$ cat config.mk
export PLATFORM = sky130hd
export DESIGN_NAME = sliding_window_average
export DESIGN_NICKNAME = d
export VERILOG_FILES = /design/src/hw/rtl/swa_pkg.sv /design/src/hw/rtl/sliding_window_average.sv
export SDC_FILE = /design/constraint.sdc
export NUM_CORES = 1
export LEC_CHECK = 0
export BUFFER_PORTS_ARGS = -buffer_cell sky130_fd_sc_hd__buf_2
export CORE_ASPECT_RATIO = 0.5
export CORE_MARGIN = 4
export CORE_UTILIZATION = 59
export CTS_BUF_LIST = sky130_fd_sc_hd__clkbuf_8
export CTS_CLUSTER_SIZE = 10
export DETAILED_ROUTE_END_ITERATION = 6
export HOLD_SLACK_MARGIN = 0.02
export PLACE_DENSITY = 0.79
export SLEW_MARGIN = 20
export SYNTH_ARGS = -nofsm -noshare
export SYNTH_HDL_FRONTEND = slang
export SYNTH_SLANG_ARGS = --single-unit
$ cat constraint.sdc
create_clock -name clk -period 6.57 [get_ports clk]
set_input_delay 0.3285 -clock clk [delete_from_list [all_inputs] [get_ports clk]]
set_output_delay 0.3285 -clock clk [all_outputs]
set_load 0.01 [all_outputs]
$ cat src/hw/rtl/swa_pkg.sv
package swa_pkg;

    // window and sample geometry
    localparam int WINDOW_MAX  = 16;
    localparam int SAMPLE_BITS = 16;
    localparam int PTR_W       = $clog2(WINDOW_MAX);
    localparam int CNT_W       = 5;

    // accumulator and result widths
    localparam int SUM_W  = 21;
    localparam int WSUM_W = 24;
    localparam int OUT_W  = 24;
    localparam int FRAC_W = 8;

    // serial divider: 32-bit dividend magnitude, 8-bit divisor, two quotient bits a cycle
    localparam int DVD_W     = 32;
    localparam int DIV_W     = 8;
    localparam int BITS_STEP = 2;
    localparam int DIV_STEPS = DVD_W / BITS_STEP;
    localparam int STEP_W    = $clog2(DIV_STEPS);

    // product of a sample and a tap weight (weight is unsigned, one bit wider when signed)
    localparam int PROD_W = SAMPLE_BITS + CNT_W + 1;

    typedef enum logic [2:0] {
        ST_IDLE,
        ST_ACCUM,
        ST_DIV_LOAD,
        ST_DIV_RUN,
        ST_DIV_STORE,
        ST_OUTPUT
    } state_t;

    typedef enum logic {
        DIV_PLAIN,
        DIV_WEIGHTED
    } div_sel_t;

endpackage

$ cat src/hw/rtl/sliding_window_average.sv
// sliding_window_average: simple and linearly weighted moving average of the last
// window_size signed samples (window_size 0 acts as 1, values above 16 act as 16).
// each accepted word produces exactly one result word carrying the plain mean, the
// weighted mean (oldest held sample weight 1, newest weight held_count) and the number
// of held samples; both means have 8 fraction bits and truncate toward zero. while the
// window fills only the samples taken so far count; shrinking the window drops the
// oldest samples at once. the sample is stored at the accepting edge; the shared
// multiply-accumulate then walks the window store, then two passes go through the
// one shared radix-4 divider (plain mean by held_count, weighted mean by the weight
// sum), and the output register is loaded as soon as it is free. in_stall is high
// from acceptance until that load, so a new word is taken only once the previous one
// is through; a finished result waits in the output register, so the next word is
// taken while the previous result is still stalled downstream.
// window_size may be written only while the block is idle.
module sliding_window_average
(
    input  logic                                clk,
    input  logic                                rst_n,
    // configuration
    input  logic                                cfg_wr_en,
    input  logic [swa_pkg::CNT_W-1:0]           cfg_wr_data,
    // sample channel
    input  logic                                in_valid,
    output logic                                in_stall,
    input  logic signed [swa_pkg::SAMPLE_BITS-1:0] sample,
    // result channel
    output logic                                out_valid,
    input  logic                                out_stall,
    output logic signed [swa_pkg::OUT_W-1:0]    plain_mean,
    output logic signed [swa_pkg::OUT_W-1:0]    weighted_mean,
    output logic [swa_pkg::CNT_W-1:0]           held_count
);

    // ------------------------------------------------------------------
    // registers
    // ------------------------------------------------------------------

    // control
    swa_pkg::state_t                  state_reg, state_next;
    swa_pkg::div_sel_t                div_sel_reg, div_sel_next;
    logic [swa_pkg::CNT_W-1:0]        window_size_reg, window_size_next;
    logic [swa_pkg::CNT_W-1:0]        fill_count_reg, fill_count_next;
    logic [swa_pkg::PTR_W-1:0]        write_pointer_reg, write_pointer_next;
    logic [swa_pkg::PTR_W-1:0]        tap_reg, tap_next;
    logic [swa_pkg::STEP_W-1:0]       step_reg, step_next;
    logic                             out_valid_reg, out_valid_next;

    // window store, no reset: only written entries are ever read
    logic signed [swa_pkg::SAMPLE_BITS-1:0] window_store_reg [swa_pkg::WINDOW_MAX];

    // datapath
    logic [swa_pkg::PTR_W-1:0]              read_pos_reg, read_pos_next;
    logic signed [swa_pkg::SUM_W-1:0]       running_sum_reg, running_sum_next;
    logic signed [swa_pkg::WSUM_W-1:0]      running_wsum_reg, running_wsum_next;
    logic [swa_pkg::DVD_W-1:0]              dvd_reg, dvd_next;
    logic [swa_pkg::DIV_W-1:0]              rem_reg, rem_next;
    logic [swa_pkg::DIV_W-1:0]              divisor_reg, divisor_next;
    logic                                   neg_reg, neg_next;
    logic signed [swa_pkg::OUT_W-1:0]       plain_res_reg, plain_res_next;
    logic signed [swa_pkg::OUT_W-1:0]       out_plain_reg, out_plain_next;
    logic signed [swa_pkg::OUT_W-1:0]       out_weighted_reg, out_weighted_next;
    logic [swa_pkg::CNT_W-1:0]              out_count_reg, out_count_next;

    // ------------------------------------------------------------------
    // combinational helpers
    // ------------------------------------------------------------------

    logic                             in_accept;
    logic                             out_free;
    logic [swa_pkg::CNT_W-1:0]        eff_size;
    logic [swa_pkg::CNT_W-1:0]        fill_inc;
    logic [swa_pkg::CNT_W-1:0]        new_count;
    logic                             accum_last;

    // multiply-accumulate
    logic signed [swa_pkg::SAMPLE_BITS-1:0] tap_sample;
    logic [swa_pkg::CNT_W-1:0]              tap_weight;
    logic signed [swa_pkg::PROD_W-1:0]      tap_prod;

    // divider operands
    logic [swa_pkg::SUM_W-1:0]        sum_abs;
    logic [swa_pkg::WSUM_W-1:0]       wsum_abs;
    logic [swa_pkg::CNT_W:0]          count_plus;
    logic [2*swa_pkg::CNT_W+1:0]      weight_total_x2;
    logic [swa_pkg::DVD_W-1:0]        dvd_step;
    logic [swa_pkg::DIV_W-1:0]        rem_step;
    logic [swa_pkg::DVD_W-1:0]        quot_signed;

    assign in_accept = in_valid && (state_reg == swa_pkg::ST_IDLE);
    assign out_free  = !out_valid_reg || !out_stall;

    // clamp the configured size into 1..WINDOW_MAX
    always_comb
    begin
        if (window_size_reg == '0)
            eff_size = swa_pkg::CNT_W'(1);
        else if (window_size_reg > swa_pkg::CNT_W'(swa_pkg::WINDOW_MAX))
            eff_size = swa_pkg::CNT_W'(swa_pkg::WINDOW_MAX);
        else
            eff_size = window_size_reg;
    end

    assign fill_inc  = fill_count_reg + swa_pkg::CNT_W'(1);
    assign new_count = (fill_inc > eff_size) ? eff_size : fill_inc;

    // tap_reg counts from the oldest held sample, weight is tap + 1
    assign accum_last = ({1'b0, tap_reg} == (fill_count_reg - swa_pkg::CNT_W'(1)));
    assign tap_sample = window_store_reg[read_pos_reg];
    assign tap_weight = {1'b0, tap_reg} + swa_pkg::CNT_W'(1);
    assign tap_prod   = swa_pkg::PROD_W'(tap_sample)
                      * swa_pkg::PROD_W'($signed({1'b0, tap_weight}));

    // magnitudes for the unsigned divider
    assign sum_abs  = running_sum_reg[swa_pkg::SUM_W-1]
                    ? (~running_sum_reg + swa_pkg::SUM_W'(1)) : running_sum_reg;
    assign wsum_abs = running_wsum_reg[swa_pkg::WSUM_W-1]
                    ? (~running_wsum_reg + swa_pkg::WSUM_W'(1)) : running_wsum_reg;

    // weight sum n*(n+1)/2
    assign count_plus      = {1'b0, fill_count_reg} + (swa_pkg::CNT_W+1)'(1);
    assign weight_total_x2 = {{(swa_pkg::CNT_W+2){1'b0}}, fill_count_reg}
                           * {{(swa_pkg::CNT_W+1){1'b0}}, count_plus};

    // radix-4 restoring divide step: quotient bits shift in at the bottom of dvd
    always_comb
    begin
        logic [swa_pkg::DIV_W:0] trial;
        logic [swa_pkg::DIV_W:0] diff;
        dvd_step = dvd_reg;
        rem_step = rem_reg;
        for (int i = 0; i < swa_pkg::BITS_STEP; i++)
        begin
            trial    = {rem_step, dvd_step[swa_pkg::DVD_W-1]};
            diff     = trial - {1'b0, divisor_reg};
            dvd_step = {dvd_step[swa_pkg::DVD_W-2:0], 1'b0};
            if (trial >= {1'b0, divisor_reg})
            begin
                rem_step    = diff[swa_pkg::DIV_W-1:0];
                dvd_step[0] = 1'b1;
            end
            else
            begin
                rem_step = trial[swa_pkg::DIV_W-1:0];
            end
        end
    end

    // restore the sign, the result wraps to the output width
    assign quot_signed = neg_reg ? (~dvd_reg + swa_pkg::DVD_W'(1)) : dvd_reg;

    // ------------------------------------------------------------------
    // sequencer
    // ------------------------------------------------------------------

    always_comb
    begin
        state_next         = state_reg;
        div_sel_next       = div_sel_reg;
        window_size_next   = window_size_reg;
        fill_count_next    = fill_count_reg;
        write_pointer_next = write_pointer_reg;
        tap_next           = tap_reg;
        step_next          = step_reg;
        out_valid_next     = out_valid_reg && out_stall;
        read_pos_next      = read_pos_reg;
        running_sum_next   = running_sum_reg;
        running_wsum_next  = running_wsum_reg;
        dvd_next           = dvd_reg;
        rem_next           = rem_reg;
        divisor_next       = divisor_reg;
        neg_next           = neg_reg;
        plain_res_next     = plain_res_reg;
        out_plain_next     = out_plain_reg;
        out_weighted_next  = out_weighted_reg;
        out_count_next     = out_count_reg;

        if (cfg_wr_en)
            window_size_next = cfg_wr_data;

        case (state_reg)
            swa_pkg::ST_IDLE:
            begin
                if (in_accept)
                begin
                    // sample goes into the store in the sequential block below
                    write_pointer_next = write_pointer_reg + swa_pkg::PTR_W'(1);
                    fill_count_next    = new_count;
                    // oldest held sample sits new_count entries behind the new pointer
                    read_pos_next      = write_pointer_reg + swa_pkg::PTR_W'(1)
                                       - new_count[swa_pkg::PTR_W-1:0];
                    tap_next           = '0;
                    running_sum_next   = '0;
                    running_wsum_next  = '0;
                    state_next         = swa_pkg::ST_ACCUM;
                end
            end

            swa_pkg::ST_ACCUM:
            begin
                running_sum_next  = running_sum_reg
                                  + swa_pkg::SUM_W'(tap_sample);
                running_wsum_next = running_wsum_reg
                                  + swa_pkg::WSUM_W'(tap_prod);
                read_pos_next     = read_pos_reg + swa_pkg::PTR_W'(1);
                tap_next          = tap_reg + swa_pkg::PTR_W'(1);
                if (accum_last)
                begin
                    div_sel_next = swa_pkg::DIV_PLAIN;
                    state_next   = swa_pkg::ST_DIV_LOAD;
                end
            end

            swa_pkg::ST_DIV_LOAD:
            begin
                rem_next  = '0;
                step_next = '0;
                if (div_sel_reg == swa_pkg::DIV_PLAIN)
                begin
                    dvd_next     = {{(swa_pkg::DVD_W-swa_pkg::SUM_W-swa_pkg::FRAC_W){1'b0}},
                                    sum_abs, {swa_pkg::FRAC_W{1'b0}}};
                    divisor_next = swa_pkg::DIV_W'(fill_count_reg);
                    neg_next     = running_sum_reg[swa_pkg::SUM_W-1];
                end
                else
                begin
                    dvd_next     = swa_pkg::DVD_W'({wsum_abs, {swa_pkg::FRAC_W{1'b0}}});
                    divisor_next = weight_total_x2[swa_pkg::DIV_W:1];
                    neg_next     = running_wsum_reg[swa_pkg::WSUM_W-1];
                end
                state_next = swa_pkg::ST_DIV_RUN;
            end

            swa_pkg::ST_DIV_RUN:
            begin
                dvd_next  = dvd_step;
                rem_next  = rem_step;
                step_next = step_reg + swa_pkg::STEP_W'(1);
                if (step_reg == swa_pkg::STEP_W'(swa_pkg::DIV_STEPS - 1))
                    state_next = swa_pkg::ST_DIV_STORE;
            end

            swa_pkg::ST_DIV_STORE:
            begin
                if (div_sel_reg == swa_pkg::DIV_PLAIN)
                begin
                    plain_res_next = quot_signed[swa_pkg::OUT_W-1:0];
                    div_sel_next   = swa_pkg::DIV_WEIGHTED;
                    state_next     = swa_pkg::ST_DIV_LOAD;
                end
                else
                begin
                    // keep the weighted quotient in dvd until the output register is free
                    dvd_next   = quot_signed;
                    neg_next   = 1'b0;
                    state_next = swa_pkg::ST_OUTPUT;
                end
            end

            swa_pkg::ST_OUTPUT:
            begin
                if (out_free)
                begin
                    out_plain_next    = plain_res_reg;
                    out_weighted_next = dvd_reg[swa_pkg::OUT_W-1:0];
                    out_count_next    = fill_count_reg;
                    out_valid_next    = 1'b1;
                    state_next        = swa_pkg::ST_IDLE;
                end
            end

            default:
            begin
                state_next = swa_pkg::ST_IDLE;
            end
        endcase
    end

    // ------------------------------------------------------------------
    // state
    // ------------------------------------------------------------------

    always_ff @(posedge clk or negedge rst_n)
    begin
        if (!rst_n)
        begin
            state_reg         <= swa_pkg::ST_IDLE;
            div_sel_reg       <= swa_pkg::DIV_PLAIN;
            window_size_reg   <= swa_pkg::CNT_W'(swa_pkg::WINDOW_MAX);
            fill_count_reg    <= '0;
            write_pointer_reg <= '0;
            tap_reg           <= '0;
            step_reg          <= '0;
            out_valid_reg     <= 1'b0;
            running_sum_reg   <= '0;
            running_wsum_reg  <= '0;
        end
        else
        begin
            state_reg         <= state_next;
            div_sel_reg       <= div_sel_next;
            window_size_reg   <= window_size_next;
            fill_count_reg    <= fill_count_next;
            write_pointer_reg <= write_pointer_next;
            tap_reg           <= tap_next;
            step_reg          <= step_next;
            out_valid_reg     <= out_valid_next;
            running_sum_reg   <= running_sum_next;
            running_wsum_reg  <= running_wsum_next;
        end
    end

    // datapath registers, no reset needed
    always_ff @(posedge clk)
    begin
        read_pos_reg     <= read_pos_next;
        dvd_reg          <= dvd_next;
        rem_reg          <= rem_next;
        divisor_reg      <= divisor_next;
        neg_reg          <= neg_next;
        plain_res_reg    <= plain_res_next;
        out_plain_reg    <= out_plain_next;
        out_weighted_reg <= out_weighted_next;
        out_count_reg    <= out_count_next;
    end

    // window store write port
    always_ff @(posedge clk)
    begin
        if (in_accept)
            window_store_reg[write_pointer_reg] <= sample;
    end

    // ------------------------------------------------------------------
    // ports
    // ------------------------------------------------------------------

    assign in_stall      = (state_reg != swa_pkg::ST_IDLE);
    assign out_valid     = out_valid_reg;
    assign plain_mean    = out_plain_reg;
    assign weighted_mean = out_weighted_reg;
    assign held_count    = out_count_reg;

endmodule
==> reports/results.txt, run 1 <==
Fmax: 0.159 GHz
IO Count: 81
Number of synthesized flops with an enable pin: 386
Synthesis Warnings: 0
Crit path largest cell delay: 0.72 ns
DRC violations left: 0
Total CTS buffers: 68
Vias: 17,000
Total of max-cap violations: 0
Layout cells sized above 1: 15.7%
Max reg flops: 256
Top cell by count, worst path: fa_1
WL per Instance: 20.0 um
Slew Viols, Final: 0
Vias in the first global route: 16,900
Main combinational cell family by area after synthesis: adder cells
Iter 0 DRT Violations: 1,738
Maximum clock path buffer count: 3
Worst hold-check path type: in -> reg
Crit end category: register
Crit path cell chain: mux4_2, mux2_2, o21ai_0, nor2_1, fa_1, fa_1, fa_1, inv_1, fa_1, inv_1, ha_1, nand3_1, a211o_1, a41o_1, o21ai_1, a21oi_1, o21a_1, o21ai_0, mux2i_1
WP data arrival: 6.84 ns
Initial Util: 60.5%
Worst slew pin tran: 1.09 ns
Clk sink count: 462
Mapped Cells: 2,081
First-pass GRT wire length: 91.5 mm
Simple-gate portion of the synthesized area: 9.16%
Die area: 0.0471 mm2
Core area: 0.0424 mm2
GP Congestion: 0.939
Crit Path Max Fanout: 7
PortBufs: 80
Gr ovfl total: 0
Largest net degree at the start of global routing: 73
Compound-cell area share of the yosys netlist: 9.39%
Syn Nets: 2,315
Reg clk slew, reported paths: 0.07 ns
Period utilisation layout: 95.6%
Final hold vios: 0
Post-Synth Adder-Cell Area: 12.6%
DP Wirelength: 38.9 mm
Synth-to-layout area growth: 11.3%
Vias per inst: 5.93
Relative slew slack: 27.0%
Root Driver: clkbuf_8
Critical Path RT: 7.13 ns
Clk_lat worst skew: 0.65 ns
H-Tree Level Count: 3
CTS tree: done
Worst setup SP type: register
Bufs and invs on worst path: 2
Seq/Total Area, Yosys: 52.5%
Critical path's top delay family: adder cells
Mean Syn Cell Area: 12.3 um2
Antenna Nets Post-Route: 0
Global-route usage over all layers: 24.9%
Top_reg_cell synth: edfxtp_1
Rows: 53
Crit Path Class: reg -> reg
Post-Route WL: 57.1 mm
Slowest-stage cell, CP: o21ai_0
Initial antenna violation count: 0
Synth cell types: 74
Antenna Cells: 0
Hold WS: 0.0585 ns
Final Critical Period: 6.28 ns
Run status: complete, no violations
Ys async rst share: 15.6%
Die Wd: 303 um
#FFs+latches synth: 462
Net count, final: 2,467
Mux cell area share after synthesis: 7.65%
Height of the die: 155 um
Synth Cell Area: 0.0257 mm2
First-pass iteration count of the detailed router: 6
Final setup skew: 0.0276 ns
XOR/XNOR Fraction of Synth Area: 4.40%
Final Setup Violations: 0
## path summary, 6_finish.rpt
path / start / to / slack (ns) / depth (start not counted)
hold reg to reg: plain_res_reg[13] / plain_mean[13] / 0.41 / 0
hold / removal: sample[14] / window_store_reg[9][14] / 0.06 / 1
max in group asynchronous: rst_n / div_sel_reg / 5.71 / 2
setup reg to reg: register / running_wsum_reg[23] / 0.29 / 19
setup / recovery: register / running_wsum_reg[23] / 0.29 / 19
min in group asynchronous: rst_n / tap_reg[2] / 0.31 / 2
## worst reg2reg max path, delay by kind of cell (launching register included)
| kind | cells | cell delay, ns |
|---|---|---|
| simple gates | 2 | 0.27 |
| buf+inv | 2 | 0.09 |
| compound gates | 7 | 1.99 |
| mux | 3 | 0.99 |
| fa+ha+maj | 5 | 2.42 |
| flops | 1 | 0.43 |
## kinds of logic (layout without fill, tap and decap cells)
kind of cell	after synthesis	after routing
AND/OR/NAND/NOR	503	503
AO/OA/AOI/OAI	379	379
flip-flops	462	462
buffers and inverters	288	491
adder cells (fa/ha/maj)	208	208
multiplexers	112	112
XOR/XNOR	129	129
## per-stage QoR
stage / util [%] / setup WS (ns) / instance area, um2 / TNS, ns / instances
finish: 67.3 / 0.286 / 28600 / 0 / 2861
global route: 67.3 / -0.0273 / 28600 / -0.0293 / 2861
CTS: 67.0 / 0.0719 / 28400 / 0 / 2855
detailed placement: 63.5 / -0.0297 / 27000 / -0.0544 / 2716
global placement: 63.5 / 0.164 / 27000 / 0 / 2716
floorplan: - / 0.0265 / 25700 / 0 / 2081
## metal layers
layer,up-vias,routed length (um),track usage [%]
met5,-,0,0
met4,0,1500,7.56
met3,118,4060,4.46
met2,688,26300,39.5
met1,8315,25300,35.7
li1,7850,-,-
## synth_stat cells (65+ instances only)
master    count  area (um2)
ha_1        123        1540
edfxtp_1    386       11600
dfrtp_1      71        1780
mux4_2       65        1460
fa_1         85        1700
nand2_1     157         589
a21oi_1      65         325
clkbuf_1     67         251
xnor2_1     102         893
inv_1       206         773
o21ai_0     131         656
nor2_1      152         571
## placed cells by master (no fill, tap or decap), drive strengths merged, types with 10 or more instances in the layout
cell,netlist,layout
o22ai,12,12
clkinv,1,24
a211oi,10,10
mux2,22,22
nor3,30,30
a22oi,13,13
xor2,27,27
a21o,19,19
nand2,157,157
o31ai,30,30
dlygate4sd3,0,18
buf,14,145
a21oi,65,65
nor3b,10,10
a31oi,11,11
clkbuf,67,68
edfxtp,386,386
inv,206,233
or4,13,13
ha,123,123
nand2b,17,17
or3,15,15
xnor2,102,102
dfrtp,71,71
mux2i,25,25
o21a,13,13
o21ai,136,136
nor4,10,10
mux4,65,65
nand3,47,47
fa,85,85
nor2b,15,15
nor2,152,152
o41ai,12,12
## area by class of cell
type	count	area, um2
Clock buffer	68	936
Tap cell	577	722
Timing Repair Buffer	163	1110
Inverter	207	777
Fill cell	2969	13900
Clock inverter	53	348
Sequential cell	462	13500
Multi-Input combinational cell	1331	11200
## timing repair
| action | in CTS | in global routing |
|---|---|---|
| endpoints found under the setup margin | 2 | 9 |
| hold buffers | 18 | 0 |
| hold endpoints to repair | 124 | 0 |
| gates resized for setup | 3 | 23 |
| buffers inserted | 0 | 6 |
Power of run 1 is left out: the tool's default activity adds up to more than one toggle a clock period on the data nets, which glitch-free logic cannot reach.
==> run 2: changes to the inputs <==
CORE_UTILIZATION = 57   (was 59)
CTS_BUF_LIST = not set   (was sky130_fd_sc_hd__clkbuf_8)
PLACE_DENSITY = 0.77   (was 0.79)
==> run 2 against run 1 <==
- cell count shrank 0.87%
- sequential cell count unchanged
- maximum frequency shrank 1.0%
==> reports/results.txt, run 2 (synthesized netlist as in run 1, its figures left out) <==
Vias in the first global route: 16,900
Layout cells sized above 1: 14.2%
Root Driver: clkbuf_16
Initial Util: 58.3%
CTS tree: done
Antenna Cells: 0
TNS Setup: 0 ns
DP Wirelength: 38.6 mm
IO Count: 81
Worst setup SP type: register
Net count, final: 2,439
Crit end category: register
Slowest-stage cell, CP: fa_1
Most common library cell in the layout ignoring fill and taps: edfxtp_1
Total of max-cap violations: 0
PortBufs: 80
Antenna Nets Post-Route: 0
Final Setup Violations: 0
Worst hold-check path type: in -> reg
Synth-to-layout area growth: 12.0%
Post-Route WL: 59.7 mm
Die area: 0.0487 mm2
Max reg flops: 256
RSZ-0062 raised after global routing: yes
Run status: complete, no violations
Critical Path RT: 7.06 ns
Period utilisation layout: 96.7%
Initial antenna violation count: 1
Die Wd: 308 um
Crit path cell chain: buf_12, mux4_2, mux2_2, o21ai_0, buf_4, nor2_1, fa_1, inv_1, fa_1, inv_1, fa_1, inv_1, fa_1, inv_1, ha_1, o21a_1, o31ai_1, a211o_1, a41o_1, o21ai_1, a21oi_1, o21a_1, o21ai_0, mux2i_1
Core area: 0.0441 mm2
Hold WS: 0.0431 ns
Most frequent cells in the layout: 386 x edfxtp_1, 206 x inv_1, 157 x nand2_1
# fillers: 3,180
Bufs and invs on worst path: 6
Final setup skew: 0.0211 ns
Global-route usage over all layers: 24.5%
Slew Viols, Final: 0
GP Congestion: 0.888
Crit Path Max Fanout: 11
Final Critical Period: 6.35 ns
First-pass GRT wire length: 93.1 mm
Largest net degree at the start of global routing: 73
Relative slew slack: 29.1%
Total CTS buffers: 52
Height of the die: 158 um
Final hold vios: 0
WL per Instance: 21.1 um
Gr ovfl total: 0
Clk_lat worst skew: 0.59 ns
WP data arrival: 6.84 ns
Fmax: 0.157 GHz
Critical path's top delay family: adder cells
Register Area: 0.0135 mm2
Reg clk slew, reported paths: 0.06 ns
Worst slew pin tran: 1.06 ns
Iter 0 DRT Violations: 1,544
Area of the multi-input gates: 0.0112 mm2
Vias per inst: 5.98
Crit Path Class: reg -> reg
DRC violations left: 0
Crit path largest cell delay: 0.55 ns
H-Tree Level Count: 2
First-pass iteration count of the detailed router: 5
Rows: 54
Clk sink count: 462
Maximum clock path buffer count: 3
Vias: 17,000
-- run 2: changes by cell type in the layout (fill, tap and decap cells not counted), moves of 5 or more --
cell and delta:
clkbuf_8 -68, buf_12 +5, clkbuf_1 +42, inv_1 -21, clkbuf_16 +53, clkinv_2 -13
dlygate4sd3_1 -9, clkinv_1 -9
-- run 2: final timing paths --
kind / start / to / slack, ns / cells past startpoint
setup / recovery: register / running_wsum_reg[23] / 0.22 / 24
hold / removal: in_valid / state_reg[0] / 0.04 / 2
setup reg to reg: register / running_wsum_reg[23] / 0.22 / 24
hold reg to reg: plain_res_reg[10] / plain_mean[10] / 0.42 / 0
max in group asynchronous: rst_n / running_sum_reg[8] / 5.76 / 3
min in group asynchronous: rst_n / running_wsum_reg[3] / 0.20 / 2
-- run 2: area by class of cell --
class / count / share of cell area, %
flip-flops and latches: 462 / 46.9
multi-input cells: 1331 / 38.9
clock buffers: 94 / 5.08
repair buffers: 151 / 3.68
inverters: 207 / 2.70
well taps: 588 / 2.56
clock inverters: 3 / 0.196
-- run 2: metal layers --
layer  routed length (um)  vias to the layer above  GRT usage (%)
met3                 4300                      101           4.26
met2                28400                      659           40.8
met1                25900                     8421           34.4
met4                 1150                        2           5.55
met5                   13                        -              0
li1                     -                     7788              -
-- run 2: metrics by stage --
stage / util (%) / cells / cell area (um2) / setup WS (ns)
CTS: 64.9 / 2831 / 28600 / 0.0661
floorplan: - / 2081 / 25700 / 0.0265
detailed placement: 61.3 / 2725 / 27000 / 0.107
finish: 65.2 / 2836 / 28700 / 0.220
global placement: 61.3 / 2725 / 27000 / 0.259
global route: 65.2 / 2836 / 28700 / -0.0684
-- run 2: repair_timing --
action	in CTS	in global routing
setup buffers	0	3
endpoints found under the hold margin	77	0
hold buffers	9	0
resized for setup	0	13
setup endpoints to repair	0	7
Power of run 2 is left out for the same reason.
